$ cat config.mk
export PLATFORM = sky130hd
export DESIGN_NAME = chunked_id_provisioning_regs
export DESIGN_NICKNAME = d
export VERILOG_FILES = /design/src/hw/rtl/cidp_pkg.sv /design/src/hw/rtl/chunked_id_provisioning_regs.sv /design/src/hw/rtl/cidp_ctrl.sv /design/src/hw/rtl/cidp_dp.sv
export SDC_FILE = /design/constraint.sdc
export NUM_CORES = 1
export LEC_CHECK = 0
export ABC_CLOCK_PERIOD_IN_PS = 10400
export BUFFER_PORTS_ARGS = -buffer_cell sky130_fd_sc_hd__buf_2
export CAP_MARGIN = 20
export CORE_AREA = 8 8 206 169
export DETAILED_ROUTE_END_ITERATION = 16
export DIE_AREA = 0 0 214 177
export PLACE_DENSITY = 0.89
export RECOVER_POWER = 100
export REMOVE_ABC_BUFFERS = 1
export SLEW_MARGIN = 20
export SYNTH_ARGS = -nofsm -noshare
export SYNTH_HDL_FRONTEND = slang
export SYNTH_SLANG_ARGS = --single-unit
$ cat constraint.sdc
create_clock -name clk_i -period 10.4 [get_ports clk_i]
set_clock_uncertainty 0.2 [all_clocks]
set_input_delay 1.04 -clock clk_i [delete_from_list [all_inputs] [get_ports clk_i]]
set_output_delay 1.04 -clock clk_i [all_outputs]
set_load 0.02 [all_outputs]
$ cat src/hw/rtl/cidp_pkg.sv
// ----------------------------------------------------------------------------
// cidp_pkg
// Shared types, sizes and CRC helper for the chunked identity provisioning
// registers.
// ----------------------------------------------------------------------------
package cidp_pkg;

  // sizes of the staging window
  localparam int unsigned CHUNK_COUNT = 4;
  localparam int unsigned CHUNK_BYTES = 4;
  localparam int unsigned ID_BYTES    = 16;

  localparam int unsigned CHUNK_W = (CHUNK_COUNT > 1) ? $clog2(CHUNK_COUNT) : 1;
  localparam int unsigned CNT_W   = $clog2(ID_BYTES);

  // crc-8, msb first, no reflection
  localparam logic [7:0] CRC_POLY = 8'h07;
  localparam logic [7:0] CRC_TOP  = 8'h80;

  localparam logic [CHUNK_COUNT-1:0] ALL_PRESENT = {CHUNK_COUNT{1'b1}};

  // operation codes
  typedef enum logic [1:0] {
    OP_WRITE = 2'd0,
    OP_TAKE  = 2'd1,
    OP_CLEAR = 2'd2,
    OP_NOP   = 2'd3
  } op_e;

  // input transaction payload
  typedef struct packed {
    op_e         operation;
    logic [7:0]  register_address;
    logic [31:0] write_data;
    logic [7:0]  byte_count;
    logic        identity_locked;
  } in_item_t;

  // result transaction payload
  typedef struct packed {
    logic        commit_accepted;
    logic        commit_taken;
    logic [63:0] identity_low;
    logic [63:0] identity_high;
  } out_item_t;

  // controller to datapath
  typedef struct packed {
    logic load;
    logic crc_start;
    logic crc_step;
    logic apply;
  } cidp_cmd_t;

  // datapath to controller
  typedef struct packed {
    logic need_crc;
    logic crc_last;
    logic out_free;
  } cidp_status_t;

  // one byte through the crc register, eight bit steps
  function automatic logic [7:0] crc8_byte(logic [7:0] crc_in, logic [7:0] data);
    logic [7:0] c;
    c = crc_in ^ data;
    for (int b = 0; b < 8; b++) begin
      if ((c & CRC_TOP) != 8'h00) begin
        c = {c[6:0], 1'b0} ^ CRC_POLY;
      end else begin
        c = {c[6:0], 1'b0};
      end
    end
    return c;
  endfunction

endpackage

$ cat src/hw/rtl/chunked_id_provisioning_regs.sv
// ----------------------------------------------------------------------------
// chunked_id_provisioning_regs
// Register-mapped staging of a 16-byte identity written as four chunk
// transactions and a checked commit, with take and clear operations.
// ----------------------------------------------------------------------------
// Usage:
//   Input channel in_valid_i/in_ready_o carries one transaction (bus write,
//   take or clear). Output channel out_valid_o/out_ready_i returns exactly
//   one result per input transaction, in order.
//   cfg_we_i/cfg_wdata_i set the bus address of chunk 0; write it only
//   while the block is idle.
//   Flow: an accepted transaction is registered and decoded, and its result
//   is then written to the output register; a commit whose mask and low
//   bytes pass first runs the crc over the stage, one stage byte per cycle.
//   A new transaction is taken only after the result of the last one has
//   been written to the output register.
//   in_ready_o is high only while the sequencer waits for work.
//   A result waits in the output register while the receiver stalls; the
//   next transaction may be accepted meanwhile, and its result is held
//   back until that register drains.
//   Reset clears the stage, the present mask, the committed identity, the
//   pending flag and the base address; the block is ready right away.
// ----------------------------------------------------------------------------
module chunked_id_provisioning_regs (
  input  logic                clk_i,
  input  logic                rst_ni,
  input  logic                cfg_we_i,
  input  logic [7:0]          cfg_wdata_i,
  input  logic                in_valid_i,
  output logic                in_ready_o,
  input  cidp_pkg::in_item_t  in_data_i,
  output logic                out_valid_o,
  input  logic                out_ready_i,
  output cidp_pkg::out_item_t out_data_o
);
  import cidp_pkg::*;

  cidp_cmd_t    cmd;
  cidp_status_t status;

  // sequencer
  cidp_ctrl u_ctrl (
    .clk_i      (clk_i),
    .rst_ni     (rst_ni),
    .in_valid_i (in_valid_i),
    .in_ready_o (in_ready_o),
    .status_i   (status),
    .cmd_o      (cmd)
  );

  // datapath
  cidp_dp u_dp (
    .clk_i       (clk_i),
    .rst_ni      (rst_ni),
    .cfg_we_i    (cfg_we_i),
    .cfg_wdata_i (cfg_wdata_i),
    .in_data_i   (in_data_i),
    .out_data_o  (out_data_o),
    .out_valid_o (out_valid_o),
    .out_ready_i (out_ready_i),
    .cmd_i       (cmd),
    .status_o    (status)
  );

endmodule

$ cat src/hw/rtl/cidp_ctrl.sv
// ----------------------------------------------------------------------------
// cidp_ctrl
// Sequencer: accepts a transaction, lets the datapath decode it, steps the
// crc over the stage for a commit, then hands the result to the output.
// ----------------------------------------------------------------------------
module cidp_ctrl (
  input  logic                  clk_i,
  input  logic                  rst_ni,
  input  logic                  in_valid_i,
  output logic                  in_ready_o,
  input  cidp_pkg::cidp_status_t status_i,
  output cidp_pkg::cidp_cmd_t    cmd_o
);
  import cidp_pkg::*;

  typedef enum logic [3:0] {
    ST_IDLE   = 4'b0001,
    ST_DECODE = 4'b0010,
    ST_CRC    = 4'b0100,
    ST_RESULT = 4'b1000
  } state_e;

  state_e state_q, state_d;

  // next state and commands
  always_comb begin
    state_d       = state_q;
    cmd_o         = '0;
    in_ready_o    = 1'b0;
    unique case (state_q)
      ST_IDLE: begin
        in_ready_o = 1'b1;
        if (in_valid_i) begin
          cmd_o.load = 1'b1;
          state_d    = ST_DECODE;
        end
      end
      ST_DECODE: begin
        if (status_i.need_crc) begin
          cmd_o.crc_start = 1'b1;
          state_d         = ST_CRC;
        end else begin
          state_d = ST_RESULT;
        end
      end
      ST_CRC: begin
        cmd_o.crc_step = 1'b1;
        if (status_i.crc_last) begin
          state_d = ST_RESULT;
        end
      end
      ST_RESULT: begin
        if (status_i.out_free) begin
          cmd_o.apply = 1'b1;
          state_d     = ST_IDLE;
        end
      end
      default: begin
        state_d = ST_IDLE;
      end
    endcase
  end

  // state register
  always_ff @(posedge clk_i or negedge rst_ni) begin
    if (!rst_ni) begin
      state_q <= ST_IDLE;
    end else begin
      state_q <= state_d;
    end
  end

  // checks
  a_apply_needs_room: assert property (@(posedge clk_i) disable iff (!rst_ni)
    cmd_o.apply |-> status_i.out_free)
    else $error("result applied while output register busy");

  a_crc_exit: assert property (@(posedge clk_i) disable iff (!rst_ni)
    (state_q == ST_CRC && status_i.crc_last) |=> state_q == ST_RESULT)
    else $error("crc pass did not end on last byte");

  a_load_decodes: assert property (@(posedge clk_i) disable iff (!rst_ni)
    cmd_o.load |=> (state_q == ST_DECODE && !in_ready_o))
    else $error("accepted transaction not decoded");

endmodule

$ cat src/hw/rtl/cidp_dp.sv
// ----------------------------------------------------------------------------
// cidp_dp
// Datapath: base address register, request register, stage and committed
// identity, present mask, byte-serial crc-8 and the result register.
// ----------------------------------------------------------------------------
module cidp_dp (
  input  logic                   clk_i,
  input  logic                   rst_ni,
  input  logic                   cfg_we_i,
  input  logic [7:0]             cfg_wdata_i,
  input  cidp_pkg::in_item_t     in_data_i,
  output cidp_pkg::out_item_t    out_data_o,
  output logic                   out_valid_o,
  input  logic                   out_ready_i,
  input  cidp_pkg::cidp_cmd_t    cmd_i,
  output cidp_pkg::cidp_status_t status_o
);
  import cidp_pkg::*;

  logic [7:0]             base_q;
  in_item_t               req_q;
  logic [7:0]             stage_q [ID_BYTES];
  logic [7:0]             stage_d [ID_BYTES];
  logic [7:0]             commit_q [ID_BYTES];
  logic [7:0]             commit_d [ID_BYTES];
  logic [CHUNK_COUNT-1:0] mask_q, mask_d;
  logic                   pending_q, pending_d;
  logic [7:0]             crc_q, crc_d;
  logic [CNT_W-1:0]       cnt_q, cnt_d;
  out_item_t              out_q, out_d;
  logic                   out_valid_q, out_valid_d;

  logic [7:0]         addr_off;
  logic               in_window;
  logic               write_ok;
  logic               is_chunk;
  logic [CHUNK_W-1:0] chunk;
  logic               need_crc;
  logic               commit_ok;

  // address decode of the held request
  always_comb begin
    addr_off  = req_q.register_address - base_q;
    in_window = (req_q.register_address >= base_q) &&
                ({1'b0, addr_off} <= 9'(CHUNK_COUNT));
    write_ok  = (req_q.operation == OP_WRITE) && in_window &&
                !req_q.identity_locked && (req_q.byte_count == 8'(CHUNK_BYTES));
    is_chunk  = {1'b0, addr_off} < 9'(CHUNK_COUNT);
    chunk     = addr_off[CHUNK_W-1:0];
    need_crc  = write_ok && !is_chunk && (mask_q == ALL_PRESENT) &&
                (req_q.write_data[23:0] == 24'd0);
    commit_ok = need_crc && (req_q.write_data[31:24] == crc_q);
  end

  assign status_o.need_crc = need_crc;
  assign status_o.crc_last = (cnt_q == CNT_W'(ID_BYTES - 1));
  assign status_o.out_free = !out_valid_q || out_ready_i;

  // crc over the stage, one byte per cycle
  always_comb begin
    crc_d = crc_q;
    cnt_d = cnt_q;
    if (cmd_i.crc_start) begin
      crc_d = 8'h00;
      cnt_d = '0;
    end else if (cmd_i.crc_step) begin
      crc_d = crc8_byte(crc_q, stage_q[cnt_q]);
      cnt_d = cnt_q + 1'b1;
    end
  end

  // state update and result of the held request
  always_comb begin
    stage_d     = stage_q;
    commit_d    = commit_q;
    mask_d      = mask_q;
    pending_d   = pending_q;
    out_d       = out_q;
    out_valid_d = out_valid_q;
    if (out_valid_q && out_ready_i) begin
      out_valid_d = 1'b0;
    end
    if (cmd_i.apply) begin
      out_d       = '0;
      out_valid_d = 1'b1;
      unique case (req_q.operation)
        OP_CLEAR: begin
          for (int j = 0; j < ID_BYTES; j++) begin
            stage_d[j]  = 8'h00;
            commit_d[j] = 8'h00;
          end
          mask_d    = '0;
          pending_d = 1'b0;
        end
        OP_TAKE: begin
          if (pending_q) begin
            out_d.commit_taken = 1'b1;
            for (int k = 0; k < 8; k++) begin
              if (k < ID_BYTES) begin
                out_d.identity_low[8*k +: 8] = commit_q[k];
              end
              if (8 + k < ID_BYTES) begin
                out_d.identity_high[8*k +: 8] = commit_q[8 + k];
              end
            end
            for (int j = 0; j < ID_BYTES; j++) begin
              commit_d[j] = 8'h00;
            end
            pending_d = 1'b0;
          end
        end
        OP_WRITE: begin
          if (write_ok && is_chunk) begin
            // chunk 0 starts a fresh stage
            if (chunk == '0) begin
              for (int j = 0; j < ID_BYTES; j++) begin
                stage_d[j] = 8'h00;
              end
              mask_d = '0;
            end
            for (int j = 0; j < ID_BYTES; j++) begin
              if ((j / CHUNK_BYTES) == int'(chunk)) begin
                stage_d[j] = req_q.write_data[8*(j % CHUNK_BYTES) +: 8];
              end
            end
            for (int c = 0; c < CHUNK_COUNT; c++) begin
              if (c == int'(chunk)) begin
                mask_d[c] = 1'b1;
              end
            end
          end else if (write_ok) begin
            // commit register: pass or fail, the stage is dropped
            if (commit_ok) begin
              commit_d              = stage_q;
              pending_d             = 1'b1;
              out_d.commit_accepted = 1'b1;
            end
            for (int j = 0; j < ID_BYTES; j++) begin
              stage_d[j] = 8'h00;
            end
            mask_d = '0;
          end
        end
        OP_NOP: begin
        end
        default: begin
        end
      endcase
    end
  end

  // architectural state
  always_ff @(posedge clk_i or negedge rst_ni) begin
    if (!rst_ni) begin
      base_q      <= 8'h00;
      mask_q      <= '0;
      pending_q   <= 1'b0;
      out_valid_q <= 1'b0;
      for (int j = 0; j < ID_BYTES; j++) begin
        stage_q[j]  <= 8'h00;
        commit_q[j] <= 8'h00;
      end
    end else begin
      if (cfg_we_i) begin
        base_q <= cfg_wdata_i;
      end
      mask_q      <= mask_d;
      pending_q   <= pending_d;
      out_valid_q <= out_valid_d;
      stage_q     <= stage_d;
      commit_q    <= commit_d;
    end
  end

  // request, crc and result payload
  always_ff @(posedge clk_i) begin
    if (cmd_i.load) begin
      req_q <= in_data_i;
    end
    crc_q <= crc_d;
    cnt_q <= cnt_d;
    out_q <= out_d;
  end

  assign out_data_o  = out_q;
  assign out_valid_o = out_valid_q;

  // checks
  a_pending_from_commit: assert property (@(posedge clk_i) disable iff (!rst_ni)
    $rose(pending_q) |-> $past(cmd_i.apply && commit_ok))
    else $error("pending identity set without a passing commit");

  a_taken_clears: assert property (@(posedge clk_i) disable iff (!rst_ni)
    (cmd_i.apply && out_d.commit_taken) |=> !pending_q)
    else $error("identity still pending after take");

  a_result_held: assert property (@(posedge clk_i) disable iff (!rst_ni)
    (out_valid_q && !out_ready_i) |=> (out_valid_q && $stable(out_q)))
    else $error("result dropped or changed while receiver stalled");

endmodule
Word-level counts from Yosys, hierarchy flattened
Cells that the tools add are included.
Cells by class
  add/sub/neg operators: 2
  $mul: 0
  divide/modulo/power cells: 0
  order comparisons: 4
  equal/unequal tests: 32
  shifts and indexed selects: 0
  mux-type cells: 79
  bitwise gates (word level): 12
  reductions and logical operators: 36
Operators with widths (count)
  two-way mux 128 bit: 7
  one-hot mux 128 bit (3 select lines): 1
  two-way mux 8 bit: 32
  one-hot mux 128 bit (2 select lines): 1
  two-way mux 129 bit: 1
  binary-select mux 8 bit (select 4 bit): 1
  AND reduction 4 bit: 8
  two-way mux 4 bit: 7
  inequality test 4 bit (second input constant): 7
  zero test 24 bit: 1
  two-way mux 3 bit: 8
  inverter 3 bit: 8
  two-way mux 1 bit: 18
  one-hot mux 4 bit (4 select lines): 1
  == test 4 bit (second input constant): 3
  logical AND 1 bit: 10
  == test 2 bit (first input constant): 4
  == test 8 x 3 -> 1 bit (second input constant): 1
  == test 8 bit: 1
  >= comparator 8 bit: 1
  <= comparator 8 x 3 -> 1 bit (second input constant): 1
  < comparator 8 x 3 -> 1 bit (second input constant): 1
  inequality test 2 bit (second input constant): 4
  one-hot mux 4 bit (2 select lines): 1
  other kinds (27): 37
Word-level totals
  flip-flop bits (word level): 467
  bits in latches: 0
  memory bits (writable): 0
  memory bits (read-only): 0
  memories kept: 0

Depth between registers and ports, before layout
Gate-level depths: netlist (run 1).
  depth in word-level cells: 38
  depth in mapped cells: 14
  gate-level depth less buffers: 11

Modules after synthesis
From an unflattened synthesis (run 1), not the netlist that was laid out.
Second synthesis, totals
  cells, all modules: 1845
  area, all modules: 21605.7 sq um
Modules (own cells, without submodules)
  cidp_dp: times used 1, cells each 1820, area an instance 21339.2 sq um, sequential area each 12431.9 sq um
  cidp_ctrl: times used 1, cells each 25, area an instance 266.5 sq um, sequential area each 101.3 sq um

Least setup slack after synthesis (run 1)
No wires, ideal clock.
  path kind: in2reg
  start point: input out_ready_i
  end point: register u_dp.out_q (netlist bit u_dp.out_data_o[0]) (enable)
  arrival: 3848 ps
  required time: 9718 ps
  slack: 5870 ps
  stages: 3
  path through: nand2b_1 nand2b_1 inv_1
RTL lines
  from (decl): line chunked_id_provisioning_regs.sv:33  | input logic out_ready_i,
  to (signal assigned): line cidp_dp.sv:182  | out_q <= out_d;
  to (decl): line cidp_dp.sv:30  | out_item_t out_q, out_d;

Worst setup path in the final report (run 1)
  start point: register u_dp.base_q[0]
  end point: register u_dp.commit_q[101] in the netlist's numbering
On the way
  cells in the longest elaborated chain, start to end: 12
  elaborated cells between the ends (all ways): 18
RTL lines
  from (decl): line cidp_dp.sv:20  | logic [7:0] base_q;
  from (signal assigned): line cidp_dp.sv:165  | base_q <= cfg_wdata_i;
  subtractor 8 bit: line cidp_dp.sv:43  | addr_off = req_q.register_address - base_q;
  <= comparator 8 x 3 -> 1 bit: line cidp_dp.sv:45  | ({1'b0, addr_off} <= 9'(CHUNK_COUNT));
  logical AND 1 bit: line cidp_dp.sv:44  | in_window = (req_q.register_address >= base_q) &&
  logical AND 1 bit (2 in a row): line cidp_dp.sv:46  | write_ok = (req_q.operation == OP_WRITE) && in_window &&
  logical AND 1 bit: line cidp_dp.sv:47  | !req_q.identity_locked && (req_q.byte_count == 8'(CHUNK_BYTES));
  logical AND 1 bit (3 in a row): line cidp_dp.sv:50  | need_crc = write_ok && !is_chunk && (mask_q == ALL_PRESENT) &&
  logical AND 1 bit: line cidp_dp.sv:52  | commit_ok = need_crc && (req_q.write_data[31:24] == crc_q);
  inequality test 2 x 1 -> 1 bit (no line)
  AND reduction 6 bit (no line) (*)
  to (signal assigned): line cidp_dp.sv:171  | commit_q <= commit_d;
  to (decl): line cidp_dp.sv:24  | logic [7:0] commit_q [ID_BYTES];
Every way passes the cells marked *; elsewhere a longest branch is shown, timed or not.
A chain may end at the register's enable or synchronous reset.

==> results by group, run 1 <==
Clocking
  • CTS Buf Count: 44
  • Clock sink count: 467
  • Root Driver: clkbuf_16
  • Clock buffer depth: 3
  • Postcts setup bufs: 0
  • Post-CTS Hold Buffers: 0
  • H-tree depth: 2
  • Clock latency at the later pin of the worst-skew pair: 570 ps
  • Post-cts resize count: 0
  • Worst-path clk slew: 70 ps
  • TritonCTS clock tree: yes

Synth
  • Synth cell types: 62
  • Mapped Avg Cell Area: 13.2 sq um
  • Flops & latches, synth: 467
  • Gate Count Post-Synth: 1500
  • Mapped cell area: 0.0198 sq mm
  • Main flop type after synthesis: dfrtp_1
  • Post-synth EDFFs: 181
  • FFs w/ async S/R, synth: 58.7%
  • Yosys warns: 0
  • Register area share after synthesis: 63.4%

Setup path
  • Reg2reg setup slack: 3370 ps
  • Worst Setup SP: u_dp.base_q[0]
  • Worst setup path class: flop to flop
  • Worst setup EP type: flop
  • Worst R2R Start: u_dp.base_q[0]
  • Worst-path fanout max: 62
  • Setup crit end: u_dp.commit_q[101]
  • Startpoint Class: flop
  • RR Endpoint: u_dp.commit_q[101]
  • Worst R2R Path Depth: 11
  • WP data arrival: 7060 ps
  • WP data required: 10430 ps

Cells and area
  • Number of diodes: 0
  • Design Area, Final: 0.0223 sq mm
  • Final Non-Filler Cells: 2143
  • Nets: 1759
  • Layout cell share with drive strength beyond 1: 9.79%
  • P&R area growth vs syn: 12.8%

Floorplan
  • FP Rows: 59
  • Die Y: 177 microns
  • Starting Density: 62.4%
  • Die Span X: 214 microns
  • Die ar.: 0.0379 sq mm
  • Num ports: 196
  • Core area: 0.0317 sq mm

Power
  • VDD IR-drop max: 0.000229 V
  • Power Density: 222 mW/mm^2
  • Leakage: 0.00893 uW
  • Total Power: 4960 uW

Global routing
  • Largest net degree at the start of global routing: 143
  • Gr ovfl total: 0
  • Total track usage: 24.5%
  • Global-route wire length before repair: 74300 microns
  • Vias in the first global route: 13414
  • Initial antenna violation count: 1

STA
  • Slew margin rel.: -190%
  • Final number of hold-violating endpoints: 0
  • Worst hold slack: 306 ps
  • Tcrit/Tclk final: 67.6%
  • Fin crit period: 7030 ps
  • RSZ-0062 raised after global routing: false
  • Worst-margin pin slew: 4340 ps
  • Final worst slack: 3370 ps
  • Max Fclk: 142 MHz
  • Final Slew Violations: 618
  • Final setup viols: 0

Flow run
  • Maxcap violations: 14

Drt
  • Detailed-route via count: 12886
  • DR iter-0 viols: 1384
  • Post-route ant nets: 0
  • Avg WL per Cell: 21.9 microns
  • Drt pass-1 iters: 6
  • Via density: 6.01
  • Routed WL: 46900 microns
  • Residual DRC count: 0

Placement
  • Buffers on Ports: 195
  • Hpwl dp: 29800 microns
  • Area post-placement: 0.0211 sq mm
  • Global placement routability congestion: 0.874
  • Dpl cells: 2058
  • Pre-CTS WS: 5790 ps

Status
  • Status: finished with violations
  • Violations in the final reports: capacitance limit, slew limit

Worst hold path
  • Worst min path class: flop to flop
==> report_power, final <==
group | internal [uW] | switching (uW)
Clock | 927 | 701
Sequential | 2320 | 229
Combinational | 248 | 533
Total | 3500 | 1460
==> Yosys cell counts, drive strengths merged, types with 2 or more instances <==
master	count	share of area [%]
mux4	34	3.9
o211ai	3	0.11
a21o	4	0.15
nand2b	12	0.38
or3	6	0.19
dfrtp	273	35
xnor3	2	0.23
a21oi	11	0.28
nor3	10	0.28
clkbuf	55	1.0
mux2i	141	7.1
a22oi	3	0.14
o21a	2	0.076
dfxtp	12	1.2
buf	30	1.1
inv	148	2.8
o221ai	2	0.089
a221oi	2	0.089
a211oi	3	0.14
nand3	6	0.15
and4	2	0.089
xnor2	21	0.97
and2	131	4.1
nand2	151	2.9
nand4	7	0.22
nor2b	6	0.19
nor2	21	0.40
o31ai	5	0.22
nor4	15	0.47
and3	6	0.19
or4	4	0.15
nand4b	2	0.089
xor2	14	0.72
nor3b	2	0.076
ha	14	0.89
edfxtp	181	27
o21ai	18	0.46
a22o	128	5.7
==> cell type report <==
cell class	count	area [sq um]
fill	2108	9360
clock buffer	63	1260
clock inverter	19	210
multi-input combinational	800	6260
tap	427	534
inverter	148	557
sequential	467	12500
timing repair buffer	219	951
==> through the flow <==
stage,setup TNS (ps),util (%)
after global placement,0,66.6
after CTS,0,71.2
final,0,70.4
after detailed placement,0,66.6
after floorplan,-391550,-
after global routing,0,70.4
==> sequential cells by signal, summed over array words and instances (netlist names), 4 cells and up <==
name,cells
u_dp.commit_q,128
u_dp.mask_q,4
u_dp.cnt_q,4
u_dp.req_q,51
u_dp.stage_q,128
u_dp.crc_q,8
u_dp.out_data_o,130
u_dp.base_q,8
u_ctrl.state_q,4
==> per-layer routing <==
layer	vias to the layer above	global-route usage [%]	wire length (microns)
met4	2	9.45	1530
li1	5596	-	-
met5	-	0	13
met3	123	5.50	4370
met2	706	37.8	21700
met1	6459	33.8	19300
==> worst min path at each step <==
stage	from	endpoint	slack, ps	cells past startpoint
final	u_dp.mask_q[3]	u_dp.mask_q[3]	310	1
after global routing	u_dp.mask_q[3]	u_dp.mask_q[3]	320	1
after global placement	u_dp.mask_q[3]	u_dp.mask_q[3]	280	1
after CTS	u_dp.mask_q[3]	u_dp.mask_q[3]	300	1
after detailed placement	u_dp.mask_q[3]	u_dp.mask_q[3]	290	1
after floorplan	u_dp.pending_q	u_dp.pending_q	260	2
==> cell families after synthesis <==
logic type / share of synthesized area, %
simple gates: 10.0
flops: 63.4
xor+xnor: 1.91
buf+inv: 4.91
fa+ha+maj: 0.987
mux: 11.1
compound gates: 7.71
==> placed cells by master, fill, tap and decap left out, types with 3 or more instances in the layout <==
cell type	count
buf_2	47
buf_4	8
edfxtp_1	181
or3_1	6
and3_1	6
mux4_2	34
or4_1	4
clkbuf_16	45
xor2_1	14
and2_0	91
a22o_1	128
nor2_1	20
a21o_1	4
nand2b_1	12
nand2_1	151
o211ai_1	3
o21ai_0	18
nor2b_1	6
nor3_1	10
clkbuf_1	173
a21oi_1	11
clkbuf_8	6
inv_1	147
dfxtp_1	11
nor4_1	15
nand3_1	6
bufinv_16	3
o31ai_1	4
xnor2_1	21
mux2i_1	141
ha_1	14
and2_1	40
dfrtp_1	273
clkinv_2	7
nand4_1	7
==> worst max-delay path: stages (launching register included) <==
cell and delay [ps]:
dfrtp_1 410, ha_1 200, fa_1 550, ha_1 320, or3_1 190, nand2_1 60
nor4_1 330, and3_1 290, nand4_1 230, a211oi_4 310, clkbuf_1 3040, mux2i_1 460
(Power assumes the default switching activity.)
==> run 2, diff against run 1 <==
Settings changed: ABC_CLOCK_PERIOD_IN_PS 10400 to 5700, CORE_AREA 8 8 206 169 to 8 8 225 184, DIE_AREA 0 0 214 177 to 0 0 233 192, PLACE_DENSITY 0.89 to 0.8.
Clock period 10.4 ns to 5.7 ns, I/O delays scaled along.
==> run 2 against run 1 <==
Net effect: the flow still finishes with violations (capacitance limit, slew limit); sequential power up 82%; sequential cell count unchanged; combinational power increased by 82%; worst setup slack worse by 2600 ps; fmax rose by 42%; count of clock-buffer cells in the layout is 8 higher; critical path depth unchanged; clock power increased by 87%; cell area is 2.6% higher; non-clock buffer count rose by 39.
==> results by group, run 2 (synthesis gave the netlist of run 1 again) <==
Status
  • Status: finished with violations
  • Violations in the final reports: capacitance limit, slew limit

STA
  • Worst-margin pin slew: 3330 ps (-1020 ps)
  • Final Slew Violations: 305 (-51%)
  • Tcrit/Tclk final: 86.8% (+19 points)
  • RSZ-0062 raised after global routing: false
  • Fin crit period: 4950 ps (-2090 ps)
  • Slew margin rel.: -122% (+68 points)
  • Final number of hold-violating endpoints: 0 (unchanged)
  • Max Fclk: 202 MHz (+42%)
  • Final setup viols: 0 (unchanged)

Clocking
  • Root Driver: clkbuf_16
  • Clock sink count: 467 (unchanged)
  • Post-cts resize count: 0 (unchanged)
  • Clock buffer depth: 3 (unchanged)
  • Worst-path clk slew: 60 ps (about the same)
  • H-tree depth: 2 (unchanged)
  • Postcts setup bufs: 0 (unchanged)
  • CTS Buf Count: 46 (+4.5%)
  • TritonCTS clock tree: yes
  • Clock latency at the later pin of the worst-skew pair: 560 ps (about the same)

Worst hold path
  • Hold Path Depth: 3 (+2)
  • Hold EP: u_dp.base_q[2]
  • Worst min path class: primary input to flop
  • HP Start: cfg_wdata_i[2]

Floorplan
  • Die Span X: 233 microns (+8.9%)
  • Core area: 0.0377 sq mm (+19%)
  • Num ports: 196 (unchanged)
  • FP Rows: 64 (+8.5%)
  • Die Y: 192 microns (+8.5%)
  • Die ar.: 0.0447 sq mm (+18%)
  • Starting Density: 52.4% (-10 points)

Global routing
  • Gr ovfl total: 0 (unchanged)
  • Largest net degree at the start of global routing: 143 (unchanged)
  • Initial antenna violation count: 1 (unchanged)
  • Vias in the first global route: 13236 (-1.3%)
  • Total track usage: 20.6% (-3.8 points)
  • Global-route wire length before repair: 73600 microns (-1.0%)

Cells and area
  • Most frequent cells in the layout: dfrtp_1 (273), edfxtp_1 (181), clkbuf_1 (173)
  • Design Area, Final: 0.0229 sq mm (+2.6%)
  • Final Core Density: 60.7% (-9.8 points)
  • Nets: 1800 (+2.3%)
  • Largest register FFs: 130 (unchanged)
  • Number of diodes: 0 (unchanged)
  • Leading cell type in the layout, fill and taps excluded: dfrtp_1
  • Layout cell share with drive strength beyond 1: 9.72% (-0.069 points)
  • P&R area growth vs syn: 15.7%

Drt
  • Metal-1 WL: 20100 microns (+4.4%)
  • DR iter-0 viols: 1252 (-9.5%)
  • Routed WL: 46300 microns (-1.4%)
  • Residual DRC count: 0 (unchanged)
  • Detailed-route via count: 12686 (-1.6%)
  • Drt pass-1 iters: 7 (+1)
  • Wire length on met2: 21200 microns (-2.3%)
  • Max layer used: met5
  • Via density: 5.63 (-6.4%)
  • Post-route ant nets: 0 (unchanged)
  • Met3 wire length: 3790 microns (-13%)
  • Avg WL per Cell: 20.5 microns (-6.2%)

Placement
  • Global placement routability congestion: 0.879 (+0.63%)
  • Area post-placement: 0.0212 sq mm (+0.52%)
  • Hpwl dp: 29500 microns (-0.98%)
  • Buffers on Ports: 195 (unchanged)

Setup path
  • Startpoint Class: flop
  • WP data arrival: 5210 ps (-1850 ps)
  • Worst setup EP type: flop
  • Worst setup path class: flop to flop
  • Worst-path fanout max: 42 (-32%)
  • Reg2reg setup slack: 750 ps (-2610 ps)
  • WP data required: 5960 ps (-4470 ps)
  • Worst R2R Start: u_dp.base_q[0]
  • RR Endpoint: u_dp.commit_q[83]
  • Worst R2R Path Depth: 11 (unchanged)

Flow run
  • Maxcap violations: 6 (-8)

Power
  • Power Density: 397 mW/mm^2 (+79%)
  • VDD IR-drop max: 0.000263 V (+15%)
  • Leakage: 0.00915 uW (+2.4%)
==> run 2: cell types whose count changed in the layout (fill, tap and decap cells not counted), sizes merged <==
cell / previous run / this run
buf: 57 / 50
bufinv: 3 / 2
clkbuf: 225 / 235
clkinv: 12 / 8
clkinvlp: 3 / 4
dlygate4sd3: 0 / 44
==> run 2: how the worst max path moves through the flow <==
stage / startpoint / endpoint / slack [ps] / cells past startpoint
after detailed placement: u_dp.base_q[0] / u_dp.stage_q[1] / 1380 / 11
after global routing: u_dp.base_q[0] / u_dp.commit_q[59] / 500 / 11
final: u_dp.base_q[0] / u_dp.commit_q[83] / 750 / 11
after floorplan: u_dp.req_q[49] / u_dp.commit_q[0] / -7760 / 5
after CTS: u_dp.base_q[0] / u_dp.stage_q[1] / 1360 / 11
after global placement: u_dp.base_q[0] / u_dp.stage_q[117] / 1510 / 10
==> run 2: where the power goes <==
part           leakage, uW  internal [uW]  total [uW]  switching [uW]
clock             0.000741           1770        3040            1270
sequential         0.00541           4220        4630             407
combinational      0.00299            462        1420             956
==> run 2: cell type report <==
class | count | area (sq um)
Clock buffer | 71 | 1380
Clock inverter | 15 | 161
Fill cell | 2883 | 14800
Inverter | 148 | 558
Multi-Input combinational cell | 800 | 6260
Sequential cell | 467 | 12500
Tap cell | 495 | 619
Timing Repair Buffer | 258 | 1370
==> run 2: per-layer routing <==
| metal | GRT usage [%] | vias up |
|---|---|---|
| li1 | - | 5689 |
| met1 | 28.6 | 6409 |
| met2 | 32.1 | 494 |
| met3 | 5.17 | 90 |
| met4 | 5.94 | 4 |
| met5 | 0.669 | - |
==> run 2: worst max-delay path, cell delays in order (launching register included) <==
cell      delay [ps]
dfrtp_1          410
ha_1             210
fa_1             550
ha_1             350
or3_1            200
nand2_1           70
nor4_1           400
and3_1           280
nand4_1          170
a211oi_1         540
clkbuf_2        1110
mux2i_1          310
==> run 2: metrics by stage <==
stage	hold slack [ps]	setup TNS (ps)	std cells	total power [uW]	setup slack, ps
after global routing	17.9	0	2254	9520	496
after detailed placement	288	0	2124	6110	1380
after global placement	279	0	2124	6050	1510
after floorplan	74.4	-996860	1415	5540	-7760
after CTS	0.326	0	2253	9190	1360
final	23.4	0	2254	9090	751
==> run 2: what timing repair did <==
item / 4_1_cts / 5_1_grt
endpoints found under the hold margin: 112 / 1
endpoints found under the setup margin: 0 / 0
hold buffers: 43 / 1
